**config.mk**
```make
export PLATFORM = sky130hd
export DESIGN_NAME = keypad_scan_with_power_key_unit
export DESIGN_NICKNAME = d
export VERILOG_FILES = /design/src/sv/kps_pkg.sv /design/src/sv/kps_front.sv /design/src/sv/kps_queue.sv /design/src/sv/kps_back.sv /design/src/sv/keypad_scan_with_power_key_unit.sv
export SDC_FILE = /design/constraint.sdc
export NUM_CORES = 1
export LEC_CHECK = 0
export BUFFER_PORTS_ARGS = -buffer_cell sky130_fd_sc_hd__buf_2
export CORE_ASPECT_RATIO = 1.2
export CORE_MARGIN = 2
export CORE_UTILIZATION = 65
export CTS_BUF_LIST = sky130_fd_sc_hd__clkbuf_4 sky130_fd_sc_hd__clkbuf_8
export DETAILED_ROUTE_END_ITERATION = 8
export GPL_TIMING_DRIVEN = 0
export HOLD_SLACK_MARGIN = 0.06
export PLACE_DENSITY = 0.84
export SLEW_MARGIN = 25
export SYNTH_ARGS = -nofsm -noshare
export SYNTH_HDL_FRONTEND = slang
export SYNTH_SLANG_ARGS = --single-unit
```
**constraint.sdc**
```tcl
create_clock -name clk -period 7.6 [get_ports clk]
set_input_delay 0.38 -clock clk [delete_from_list [all_inputs] [get_ports clk]]
set_output_delay 0.38 -clock clk [all_outputs]
set_load 0.03 [all_outputs]
```
**src/sv/kps_pkg.sv**
```systemverilog
package kps_pkg;

  // matrix geometry and key codes
  localparam int ROWS = 3;
  localparam int COLS = 3;
  localparam int NKEYS = ROWS * COLS;
  localparam int KEY_W = 4;
  localparam logic [KEY_W-1:0] POWER_ID = 4'd9;

  // counter widths
  localparam int DIV_W = 4;
  localparam int IVL_W = 10;
  localparam int ELAPSED_W = 11;
  localparam logic [ELAPSED_W-1:0] ELAPSED_MAX = 11'd2047;
  localparam int PWR_W = 16;
  localparam int GUARD_W = 8;

  // stream and configuration widths
  localparam int IN_TDATA_W = 16;
  localparam int OUT_TDATA_W = 8;
  localparam int CFG_ADDR_W = 3;
  localparam int CFG_DATA_W = 16;

  // register indexes
  localparam logic [CFG_ADDR_W-1:0] REG_SCAN_DIVIDER = 3'd0;
  localparam logic [CFG_ADDR_W-1:0] REG_REPORT_INTERVAL = 3'd1;
  localparam logic [CFG_ADDR_W-1:0] REG_DEBOUNCE_TICKS = 3'd2;
  localparam logic [CFG_ADDR_W-1:0] REG_LONG_PRESS_TICKS = 3'd3;
  localparam logic [CFG_ADDR_W-1:0] REG_LONG_RELEASE_TICKS = 3'd4;
  localparam logic [CFG_ADDR_W-1:0] REG_RELEASE_GUARD = 3'd5;
  localparam logic [CFG_ADDR_W-1:0] REG_GLITCH_TICKS = 3'd6;

  // register reset values
  localparam logic [DIV_W-1:0] RST_SCAN_DIVIDER = 4'd4;
  localparam logic [IVL_W-1:0] RST_REPORT_INTERVAL = 10'd40;
  localparam logic [IVL_W-1:0] RST_DEBOUNCE_TICKS = 10'd4;
  localparam logic [PWR_W-1:0] RST_LONG_PRESS_TICKS = 16'd100;
  localparam logic [PWR_W-1:0] RST_LONG_RELEASE_TICKS = 16'd200;
  localparam logic [GUARD_W-1:0] RST_RELEASE_GUARD = 8'd100;
  localparam logic [GUARD_W-1:0] RST_GLITCH_TICKS = 8'd2;

  // events per tick and queue depth
  localparam int MAX_EVENTS = 3;
  localparam int QUEUE_DEPTH = 4;

  typedef struct packed {
    logic [KEY_W-1:0] key_id;
    logic             pressed;
  } kps_event_t;

  // one tick's events, slot 0 first; cnt is 1 to 3
  typedef struct packed {
    logic [1:0]                       cnt;
    kps_event_t [MAX_EVENTS-1:0]      ev;
  } kps_entry_t;

endpackage

```
**src/sv/kps_front.sv**
```systemverilog
module kps_front
  import kps_pkg::*;
(
  input  logic                  clk,
  input  logic                  rst_n,
  input  logic                  cfg_valid,
  input  logic [CFG_ADDR_W-1:0] cfg_addr,
  input  logic [CFG_DATA_W-1:0] cfg_data,
  input  logic                  tick_fire,
  input  logic [NKEYS-1:0]      matrix_pressed,
  input  logic                  power_pressed,
  input  logic                  deep_sleep,
  output logic                  push,
  output kps_entry_t            push_entry
);

  // configuration registers
  logic [DIV_W-1:0]     scan_div_r;
  logic [IVL_W-1:0]     interval_r;
  logic [IVL_W-1:0]     debounce_r;
  logic [PWR_W-1:0]     long_press_r;
  logic [PWR_W-1:0]     long_release_r;
  logic [GUARD_W-1:0]   rel_guard_r;
  logic [GUARD_W-1:0]   glitch_r;

  // tick state
  logic [DIV_W-1:0]     div_cnt_r, div_cnt_nxt;
  logic                 tracking_r, tracking_nxt;
  logic                 await_r, await_nxt;
  logic [KEY_W-1:0]     held_key_r, held_key_nxt;
  logic [ELAPSED_W-1:0] elapsed_r, elapsed_nxt;
  logic [PWR_W-1:0]     pcount_r, pcount_nxt;
  logic [GUARD_W-1:0]   guard_r, guard_nxt;

  logic [ELAPSED_W-1:0] el_inc;
  logic [DIV_W-1:0]     div_inc;
  logic                 run_scan;
  logic                 held_down;
  logic                 any_key;
  logic [KEY_W-1:0]     first_key;
  logic [IVL_W-1:0]     gap;
  logic                 m_ev;
  logic                 m_pressed;
  logic [PWR_W-1:0]     pc_inc;
  logic                 lp_hit, lr_hit;
  logic [GUARD_W-1:0]   guard_dec;
  logic [1:0]           p_cnt;
  logic                 p0_pressed;
  kps_event_t           m_event, p0_event, p1_event;

  // first pressed key in row-major order
  always_comb begin
    any_key = 1'b0;
    first_key = '0;
    for (int i = NKEYS - 1; i >= 0; i--) begin
      if (matrix_pressed[i]) begin
        any_key = 1'b1;
        first_key = KEY_W'(i);
      end
    end
  end

  // matrix side
  always_comb begin
    el_inc = (elapsed_r != ELAPSED_MAX) ? elapsed_r + 1'b1 : elapsed_r;
    div_inc = div_cnt_r + 1'b1;
    run_scan = (div_inc >= scan_div_r);
    held_down = matrix_pressed[held_key_r];
    gap = (debounce_r > interval_r) ? '0 : interval_r - debounce_r;
    div_cnt_nxt = run_scan ? '0 : div_inc;
    tracking_nxt = tracking_r;
    await_nxt = await_r;
    held_key_nxt = held_key_r;
    elapsed_nxt = el_inc;
    m_ev = 1'b0;
    m_pressed = 1'b0;
    if (run_scan) begin
      if (tracking_r) begin
        if (await_r) begin
          if (!held_down) begin
            // released during debounce, dropped quietly
            tracking_nxt = 1'b0;
            await_nxt = 1'b0;
          end else if (el_inc > {1'b0, interval_r}) begin
            await_nxt = 1'b0;
            elapsed_nxt = '0;
            m_ev = 1'b1;
            m_pressed = 1'b1;
          end
        end else if (!held_down) begin
          elapsed_nxt = '0;
          tracking_nxt = 1'b0;
          m_ev = 1'b1;
        end
      end else if (any_key) begin
        held_key_nxt = first_key;
        await_nxt = 1'b1;
        tracking_nxt = 1'b1;
        if (el_inc > {1'b0, gap}) begin
          elapsed_nxt = {1'b0, gap};
        end
      end
    end
  end

  // power key side
  always_comb begin
    pc_inc = pcount_r + 1'b1;
    lp_hit = (pc_inc == long_press_r);
    lr_hit = (pc_inc == long_release_r);
    guard_dec = (guard_r != '0) ? guard_r - 1'b1 : guard_r;
    pcount_nxt = pcount_r;
    guard_nxt = guard_r;
    p_cnt = 2'd0;
    p0_pressed = 1'b1;
    if (power_pressed) begin
      pcount_nxt = pc_inc;
      p0_pressed = lp_hit;
      if (lp_hit || lr_hit) begin
        guard_nxt = rel_guard_r;
      end
      if (lr_hit) begin
        pcount_nxt = '0;
      end
      p_cnt = {1'b0, lp_hit} + {1'b0, lr_hit};
    end else begin
      guard_nxt = guard_dec;
      if (pcount_r > {{(PWR_W-GUARD_W){1'b0}}, glitch_r}) begin
        pcount_nxt = '0;
        // short click, down then up
        if (!deep_sleep && guard_dec == '0) begin
          p_cnt = 2'd2;
        end
      end
    end
  end

  // pack the tick's events in order
  always_comb begin
    m_event.key_id = held_key_r;
    m_event.pressed = m_pressed;
    p0_event.key_id = POWER_ID;
    p0_event.pressed = p0_pressed;
    p1_event.key_id = POWER_ID;
    p1_event.pressed = 1'b0;
    if (m_ev) begin
      push_entry.ev = {p1_event, p0_event, m_event};
    end else begin
      push_entry.ev = {p1_event, p1_event, p0_event};
    end
    push_entry.cnt = {1'b0, m_ev} + p_cnt;
    push = tick_fire && (m_ev || (p_cnt != 2'd0));
  end

  // configuration writes and state update
  always_ff @(posedge clk) begin
    if (!rst_n) begin
      scan_div_r <= RST_SCAN_DIVIDER;
      interval_r <= RST_REPORT_INTERVAL;
      debounce_r <= RST_DEBOUNCE_TICKS;
      long_press_r <= RST_LONG_PRESS_TICKS;
      long_release_r <= RST_LONG_RELEASE_TICKS;
      rel_guard_r <= RST_RELEASE_GUARD;
      glitch_r <= RST_GLITCH_TICKS;
      div_cnt_r <= '0;
      tracking_r <= 1'b0;
      await_r <= 1'b0;
      held_key_r <= '0;
      elapsed_r <= ELAPSED_MAX;
      pcount_r <= '0;
      guard_r <= RST_RELEASE_GUARD;
    end else begin
      if (cfg_valid) begin
        case (cfg_addr)
          REG_SCAN_DIVIDER:       scan_div_r <= cfg_data[DIV_W-1:0];
          REG_REPORT_INTERVAL:    interval_r <= cfg_data[IVL_W-1:0];
          REG_DEBOUNCE_TICKS:     debounce_r <= cfg_data[IVL_W-1:0];
          REG_LONG_PRESS_TICKS:   long_press_r <= cfg_data[PWR_W-1:0];
          REG_LONG_RELEASE_TICKS: long_release_r <= cfg_data[PWR_W-1:0];
          REG_RELEASE_GUARD:      rel_guard_r <= cfg_data[GUARD_W-1:0];
          REG_GLITCH_TICKS:       glitch_r <= cfg_data[GUARD_W-1:0];
          default: ;
        endcase
      end
      if (tick_fire) begin
        div_cnt_r <= div_cnt_nxt;
        tracking_r <= tracking_nxt;
        await_r <= await_nxt;
        held_key_r <= held_key_nxt;
        elapsed_r <= elapsed_nxt;
        pcount_r <= pcount_nxt;
        guard_r <= guard_nxt;
      end
    end
  end

endmodule

```
**src/sv/kps_queue.sv**
```systemverilog
module kps_queue
  import kps_pkg::*;
#(
  parameter int DEPTH = QUEUE_DEPTH
) (
  input  logic       clk,
  input  logic       rst_n,
  input  logic       push,
  input  kps_entry_t push_entry,
  output logic       full,
  input  logic       pop,
  output logic       head_valid,
  output kps_entry_t head_entry
);

  localparam int PTR_W = (DEPTH > 1) ? $clog2(DEPTH) : 1;
  localparam int CNT_W = $clog2(DEPTH + 1);

  kps_entry_t         store_r [DEPTH];
  logic [PTR_W-1:0]   wr_ptr_r, rd_ptr_r;
  logic [CNT_W-1:0]   count_r;

  assign full = (count_r == CNT_W'(DEPTH));
  assign head_valid = (count_r != '0);
  assign head_entry = store_r[rd_ptr_r];

  // entry storage
  always_ff @(posedge clk) begin
    if (push) begin
      store_r[wr_ptr_r] <= push_entry;
    end
  end

  // pointers and fill count
  always_ff @(posedge clk) begin
    if (!rst_n) begin
      wr_ptr_r <= '0;
      rd_ptr_r <= '0;
      count_r <= '0;
    end else begin
      if (push) begin
        wr_ptr_r <= (wr_ptr_r == PTR_W'(DEPTH - 1)) ? '0 : wr_ptr_r + 1'b1;
      end
      if (pop) begin
        rd_ptr_r <= (rd_ptr_r == PTR_W'(DEPTH - 1)) ? '0 : rd_ptr_r + 1'b1;
      end
      if (push && !pop) begin
        count_r <= count_r + 1'b1;
      end else if (pop && !push) begin
        count_r <= count_r - 1'b1;
      end
    end
  end

endmodule

```
**src/sv/kps_back.sv**
```systemverilog
module kps_back
  import kps_pkg::*;
(
  input  logic                   clk,
  input  logic                   rst_n,
  input  logic                   head_valid,
  input  kps_entry_t             head_entry,
  output logic                   pop,
  output logic                   out_tvalid,
  input  logic                   out_tready,
  output logic [OUT_TDATA_W-1:0] out_tdata,
  output logic                   out_tuser,
  output logic                   out_tlast
);

  kps_entry_t        ent_r;
  logic              ent_valid_r;
  logic [1:0]        pos_r;
  logic              out_valid_r;
  logic [KEY_W-1:0]  out_key_r;
  logic              out_pressed_r;
  logic              out_last_r;

  logic              load;
  logic              is_last;
  kps_event_t        cur_ev;

  // pick the next event of the held entry
  always_comb begin
    cur_ev = ent_r.ev[pos_r];
    is_last = (pos_r == ent_r.cnt - 2'd1);
    load = ent_valid_r && (!out_valid_r || out_tready);
    pop = head_valid && (!ent_valid_r || (load && is_last));
  end

  assign out_tvalid = out_valid_r;
  assign out_tdata = {{(OUT_TDATA_W-KEY_W){1'b0}}, out_key_r};
  assign out_tuser = out_pressed_r;
  assign out_tlast = out_last_r;

  // entry payload and output payload
  always_ff @(posedge clk) begin
    if (pop) begin
      ent_r <= head_entry;
    end
    if (load) begin
      out_key_r <= cur_ev.key_id;
      out_pressed_r <= cur_ev.pressed;
      out_last_r <= is_last;
    end
  end

  // serialiser control
  always_ff @(posedge clk) begin
    if (!rst_n) begin
      ent_valid_r <= 1'b0;
      pos_r <= '0;
      out_valid_r <= 1'b0;
    end else begin
      if (pop) begin
        ent_valid_r <= 1'b1;
        pos_r <= '0;
      end else if (load) begin
        pos_r <= pos_r + 1'b1;
        if (is_last) begin
          ent_valid_r <= 1'b0;
        end
      end
      if (load) begin
        out_valid_r <= 1'b1;
      end else if (out_tready) begin
        out_valid_r <= 1'b0;
      end
    end
  end

endmodule

```
**src/sv/keypad_scan_with_power_key_unit.sv**
```systemverilog
// a tick's events pass in turn through the event queue, the entry register and the output register
// throughput: one tick beat per cycle while the event queue has room; events leave one
// per cycle through the single output register while out_tready is high
// reset: synchronous, active-low rst_n; registers take their defaults, elapsed saturates,
// guard loads the release guard default, queue and output empty
module keypad_scan_with_power_key_unit
  import kps_pkg::*;
#(
  parameter int Q_DEPTH = QUEUE_DEPTH
) (
  input  logic                   clk,
  input  logic                   rst_n,
  // in_tdata: matrix_pressed [8:0], power_pressed [9], deep_sleep [10], zero fill
  input  logic                   in_tvalid,
  output logic                   in_tready,
  input  logic [IN_TDATA_W-1:0]  in_tdata,
  // out_tdata: key_id [3:0], zero fill
  output logic                   out_tvalid,
  input  logic                   out_tready,
  output logic [OUT_TDATA_W-1:0] out_tdata,
  // out_tuser: pressed [0]
  output logic                   out_tuser,
  output logic                   out_tlast,
  input  logic                   cfg_valid,
  output logic                   cfg_ready,
  input  logic [CFG_ADDR_W-1:0]  cfg_addr,
  input  logic [CFG_DATA_W-1:0]  cfg_data
);

  logic       tick_fire;
  logic       push, full, pop, head_valid;
  kps_entry_t push_entry, head_entry;

  assign cfg_ready = 1'b1;
  assign in_tready = !full;
  assign tick_fire = in_tvalid && in_tready;

  // tick classification and state update
  kps_front u_front (
    .clk            (clk),
    .rst_n          (rst_n),
    .cfg_valid      (cfg_valid),
    .cfg_addr       (cfg_addr),
    .cfg_data       (cfg_data),
    .tick_fire      (tick_fire),
    .matrix_pressed (in_tdata[NKEYS-1:0]),
    .power_pressed  (in_tdata[NKEYS]),
    .deep_sleep     (in_tdata[NKEYS+1]),
    .push           (push),
    .push_entry     (push_entry)
  );

  // per-tick event queue
  kps_queue #(
    .DEPTH (Q_DEPTH)
  ) u_queue (
    .clk        (clk),
    .rst_n      (rst_n),
    .push       (push),
    .push_entry (push_entry),
    .full       (full),
    .pop        (pop),
    .head_valid (head_valid),
    .head_entry (head_entry)
  );

  // event serialiser and output register
  kps_back u_back (
    .clk        (clk),
    .rst_n      (rst_n),
    .head_valid (head_valid),
    .head_entry (head_entry),
    .pop        (pop),
    .out_tvalid (out_tvalid),
    .out_tready (out_tready),
    .out_tdata  (out_tdata),
    .out_tuser  (out_tuser),
    .out_tlast  (out_tlast)
  );

endmodule

```
; Word-level counts from Yosys, hierarchy flattened
; Memories as Yosys holds them, arrays and structs flattened. A register that Yosys moved wholly into a read port is not among the register bits.
; Index checks and enable logic that the tools add are counted.
[totals]
ff_bits = 143
ram_bits = 32
inputBits = 40
out_inout_bits = 13
wordCells = 178
n_memories = 1
[op_classes]
add_sub_neg = 13
order_cmp = 7
eq_ne = 14
muxes = 72
bitwise_logic = 2
n_reduce_logical = 43
[memory_table]
columns = name, words, word_bits, rd, rd_clocked_by_memory_dff, wr, line_no
row1 = u_queue.store_r, 4, 8, 1, 1, 1, kps_queue.sv:19  ; kps_entry_t store_r [DEPTH];
[op_table]
columns = cell, n
row1 = $mux W11, 9
row2 = $mux W16, 3
row3 = $mux W4, 10
row4 = $mux W1, 35
row5 = $eq A16 B16 Y1, 2
row6 = $mux W8, 3
row7 = $gt A11 B10 Y1, 2
row8 = $reduce_and A2 Y1, 11
row9 = $add A16 B1 Y16 const B, 1
row10 = $gt A16 B8 Y1, 1
row11 = $reduce_bool A2 Y1, 7
row12 = $eq A3 B3 Y1 const B, 4
row13 = $add A11 B1 Y11 const B, 1
row14 = $ne A11 B11 Y1 const B, 1
row15 = $bmux W5 S2, 1
row16 = $gt A10 B10 Y1, 1
row17 = $mux W10, 1
row18 = $mux W2, 5
row19 = $sub A10 B10 Y10, 1
row20 = $logic_and A1 B1 Y1, 8
row21 = $logic_not A8 Y1, 1
row22 = $reduce_bool A8 Y1, 1
row23 = $sub A8 B1 Y8 const B, 1
row24 = $add A2 B1 Y2 const B, 3
row25 = 26 further kinds, 38

; Longest topological paths before layout
[depth]
ltp_word = 14
ltp_mapped = 20
depth_no_buf = 20

; By module
; Synthesis repeated with hierarchy kept, for this count alone.
[hier_totals]
hier_cells = 1234
hier_area_um2 = 11883.9
[by_module_without_submodules]
columns = module, n_inst, cells_each, area_each_um2, seq_area_each_um2
row1 = kps_front, 1, 1027, 7838.8, 2342.2
row2 = kps_queue, 1, 133, 2951.6, 2222.1
row3 = kps_back, 1, 70, 1072.3, 770.7
row4 = keypad_scan_with_power_key_unit, 1, 4, 21.3, 0.0

; Worst setup path after synthesis
; No wires, ideal clock.
[synth_path]
path_kind = register to register
startpoint = reg u_front.pcount_r[1]
endpoint = reg u_queue.count_r[2]
setup_ps = 70
arrival_ps = 4464
required_ps = 7530
path_slack_ps = 3066
path_stages_with_launch = 18
n_path_buf = 1
period_less_slack_ps = 4534
cell_sequence = dfxtp_1 ha_1 buf_2 nand4_2 or4_4 xnor2_1 a221o_1 nor4_1 nand4b_1 ha_1 nand2_1 a31oi_1 ha_1 inv_1 fa_1 xor2_1 or3_1 a21oi_1
[synth_between]
elab_chain_len = 10
elab_cells_between_ends = 15
cone_classes = add/sub: 2 / order compare: 1 / eq/ne: 2 / mux: 3 / reduce/logical: 7
[synth_lines]
columns = item, line_no
row1 = "start, declared", kps_front.sv:32  ; logic [PWR_W-1:0] pcount_r, pcount_nxt;
row2 = "start signal, assigned", kps_front.sv:191  ; pcount_r <= pcount_nxt;
row3 = $add A16 B1 Y16, kps_front.sv:108  ; pc_inc = pcount_r + 1'b1;
row4 = "$eq A16 B16 Y1, on equally long branches", "kps_front.sv:109, kps_front.sv:110"
row5 = $add A1 B1 Y2, kps_front.sv:125  ; p_cnt = {1'b0, lp_hit} + {1'b0, lr_hit};
row6 = $mux W2 (*), kps_front.sv:116  ; if (power_pressed) begin
row7 = $reduce_bool A2 Y1 (*), kps_front.sv:152  ; push = tick_fire && (m_ev || (p_cnt != 2'd0));
row8 = $logic_or A1 B1 Y1 (*), kps_front.sv:152
row9 = $logic_and A1 B1 Y1 (*), kps_front.sv:152
row10 = named net push, keypad_scan_with_power_key_unit.sv:31  ; logic push, full, pop, head_valid;
row11 = $logic_not A1 Y1, kps_queue.sv:49  ; end else if (pop && !push) begin
row12 = $logic_and A1 B1 Y1, kps_queue.sv:49
row13 = $reduce_bool A2 Y1 (no source line), --
row14 = "end signal, assigned", kps_queue.sv:48  ; count_r <= count_r + 1'b1;
row15 = "end signal, assigned", kps_queue.sv:50  ; count_r <= count_r - 1'b1;
row16 = "end, declared", kps_queue.sv:21  ; logic [CNT_W-1:0] count_r;
; The timed path passes the listed nets; every way through them passes the cells marked *.
; A chain may end at the register's enable or synchronous reset.

; Worst setup path in the final report
; Ends and elaborated chain as after synthesis.

==> flow_summary.toml <==
[outcome]
status = "complete, no violations"

[clocking]
cts_root_buf = "clkbuf_8"
cts_tree = "yes"
ctsResizeCount = 0
clock_sinks = 174
clk_latency_ps = 500
htreeDepth = 4
ctsHoldBuffers = 0
post-cts-setup-buffers = 0
cts_buffer_depth = 2
cts_made_buffers = 17
cts.clk_slew.worst_paths_ps = 100

[finish]
final_common_cell = "nand2_1"
layout_common_cells = "200 x nand2_1, 128 x dfxtp_1, 104 x a21oi_1, 72 x nor2_1, 60 x inv_1"
fin_cells = 1431
drive_gt1_share_pct = 9.78
fin_nets = 1312
antenna_cells = 0
area_delta_synth_final_pct = 8.88

[sta]
setup_tns_ps = 0
fin_ws_ps = 2020
clock_skew_ps = 20.6
rsz0062_at_grt = "no"
maxSlewHeadroom_pct = 36.8
clock.fmax_mhz = 179
hold_viol_final = 0
drv_slew = 0
setup_viol = 0
period_needed_ps = 5580
min_period_over_period_pct = 73.4
worst_pin_slew_ps = 947
whs_ps = 136

[route]
drtIter0Drc = 850
drt_wl_total_um = 24700
ant_nets = 0
drc_errors = 0
avgViaCountPerCell = 6.08
wire_per_inst_um = 17.3
via_count = 8707
dr.pass1.iters = 6

[run]
maxCapViolations = 0

[yosys]
synth-seq-area-share_pct = 39.5
synth_area_leaders = "dfxtp_1 26%, edfxtp_1 14%, nand2_1 7.5%"
synth.distinct_cells = 76
syn_area_um2 = 9990
syn_area_per_cell_um2 = 8.68
synth.top_cell.area_share_pct = 25.7
syn_inst = 1151
yosysWarnings = 0
synth_top_cell_by_area = "dfxtp_1"
async_flop_share_pct = 0
synth_ff_type = "dfxtp_1"
ys_seq_elements = 174
synth_edf_count = 46

[worst_setup_path]
crit_buf_inv = 2
crit_slowest_cell = "nor4_1"
crit_family = "simple AND/OR/NAND/NOR gates"
critPathArrivalTime_ps = 5990
regToRegSetupSlack_ps = 2020
start_kind = "flop"
cp.depth = 17
crit_chain = "ha_1 -> buf_2 -> nand4_2 -> nor4_1 -> xor2_1 -> xnor2_1 -> nand2_1 -> nor4_1 -> ha_1 -> a32oi_1 -> a31oi_1 -> ha_1 -> inv_1 -> fa_1 -> xor2_1 -> or3_1 -> a21oi_1"
cp_max_fo = 9
critPathMaxStageDelay_ps = 780
crit_type = "reg -> reg"
reg2regPathDepth = 17
required_ps = 8010
cpMostUsedCell = "ha_1"
endpoint_kind = "flop"

[power_and_ir_drop]
power.share.clock_pct = 26.9
power.internal_w = 0.00166
leakagePower_nw = 4.07
vdd_drop_max_mv = 0.163
power_frac_comb_pct = 29.7
power_switching_w = 0.000898
swShare_pct = 35.1
seq_power_share_pct = 43.3
p_per_area_nw_per_um2 = 235

[place]
place.gp.congestion = 0.932
pre_cts_slack_ps = 2150
dpl.cell_count = 1399
port_buffers = 41
hpwlAfterDp_um = 18300

[grt]
overflow = 0
grtUsageTotal_pct = 31.1
grt_max_degree = 18
grt_pass1_vias = 8137
antenna_found_initial = 0
grt_pass1_wl_um = 39900

[die]
die_w_um = 117
io_pins = 53
initial_core_util_pct = 66.5
placementRows = 49
core_area_um2 = 15000
die_h_um = 140
dieArea_um2 = 16400

[worst_hold_path]
hold_class = "in -> reg"
hold_path_depth = 3
[cells in the mapped netlist (5+ instances only)]
| cell | n |
|---|---|
| or3_1 | 9 |
| nor4_1 | 10 |
| xor2_1 | 25 |
| edfxtp_1 | 46 |
| a31oi_1 | 12 |
| clkbuf_1 | 43 |
| nand4b_1 | 13 |
| nand2_1 | 200 |
| a21oi_1 | 104 |
| or2_2 | 5 |
| buf_6 | 7 |
| a211oi_1 | 9 |
| a32oi_1 | 5 |
| a41oi_1 | 7 |
| a211o_1 | 6 |
| xnor2_1 | 37 |
| buf_4 | 5 |
| nand2b_1 | 9 |
| o211ai_1 | 10 |
| inv_1 | 60 |
| nor2_1 | 72 |
| and2_1 | 14 |
| nand4_1 | 19 |
| mux2i_1 | 18 |
| o21ai_0 | 35 |
| ha_1 | 56 |
| a21o_1 | 6 |
| nor3_1 | 21 |
| nor2b_1 | 12 |
| dfxtp_1 | 128 |
| o31ai_1 | 7 |
| and3_1 | 9 |
| mux4_2 | 10 |
| nand3_1 | 41 |
[kinds of logic after synthesis]
| logic type | count (synthesis) | share of synthesized area [%] |
|---|---|---|
| AND/OR/NAND/NOR | 458 | 22.1 |
| AO/OA/AOI/OAI | 242 | 15.4 |
| flip-flops | 174 | 39.5 |
| buffers and inverters | 122 | 5.32 |
| XOR/XNOR | 64 | 5.83 |
| adder cells (fa/ha/maj) | 58 | 7.42 |
| multiplexers | 31 | 4.40 |
| other | 2 | 0.0752 |
[layer usage]
layer / share of wire, % / up-vias / wire length, um / track usage (%)
li1: - / 4230 / - / -
met1: 41 / 4083 / 10100 / 40.3
met2: 49 / 342 / 12200 / 51.7
met3: 7.1 / 52 / 1750 / 5.18
met4: 2.8 / 0 / 690 / 11.6
met5: 0 / - / 0 / 0
[worst paths after layout]
kind,startpoint,endpoint
worst min-delay path,cfg_data[13],u_front.long_press_r[13]
worst min register to register,u_front.debounce_r[3],u_front.debounce_r[3]
worst max-delay path,u_front.pcount_r[1],u_queue.count_r[2]
worst max register to register,u_front.pcount_r[1],u_queue.count_r[2]
[power groups by stage]
stage	registers, W	logic, W	clock network [W]
finish	0.00111	0.000760	0.000688
global route	0.00112	0.000857	0.000729
CTS	0.00111	0.000758	0.000689
detailed placement	0.00113	0.000751	0
global placement	0.00112	0.000717	0
floorplan	0.00114	0.000547	0
[sequential cells by signal, indices dropped and copies added (netlist names), 2 cells and up]
signal                  cells
u_queue.store_r            32
u_front.long_press_r       16
u_front.long_release_r     16
u_front.pcount_r           16
u_front.elapsed_r          11
u_front.debounce_r         10
u_front.interval_r         10
u_back.ent_r                8
u_front.glitch_r            8
u_front.guard_r             8
u_front.rel_guard_r         8
u_back.out_key_r            4
u_front.div_cnt_r           4
u_front.held_key_r          4
u_front.scan_div_r          4
u_queue.count_r             3
u_back.pos_r                2
u_queue.rd_ptr_r            2
u_queue.wr_ptr_r            2
[per-stage QoR]
step	cell area, um^2	util [%]	power [W]
2_1_floorplan	10000	-	0.00169
3_3_place_gp	10500	69.6	0.00184
3_5_place_dp	10500	69.6	0.00188
4_1_cts	10900	72.4	0.00255
5_1_grt	10900	72.4	0.00270
6_report	10900	72.4	0.00255
[layout make-up]
cell class                      count  area (um^2)
Tap cell                          204          255
Sequential cell                   174         3940
Multi-Input combinational cell    858         5520
Fill cell                        1171         4150
Inverter                           61          229
Clock inverter                     14          174
Buffer                             61          303
Clock buffer                       18          241
Timing Repair Buffer               41          205
[worst reg2reg max path: stages (launching register included)]
cell and delay [ps]:
dfxtp_1 500, ha_1 190, buf_2 190, nand4_2 260, nor4_1 780, xor2_1 250, xnor2_1 140, nand2_1 90
nor4_1 590, ha_1 280, a32oi_1 160, a31oi_1 650, ha_1 310, inv_1 70, fa_1 380, xor2_1 180
or3_1 310, a21oi_1 150
No activity file was read; power rests on OpenSTA's default activity.
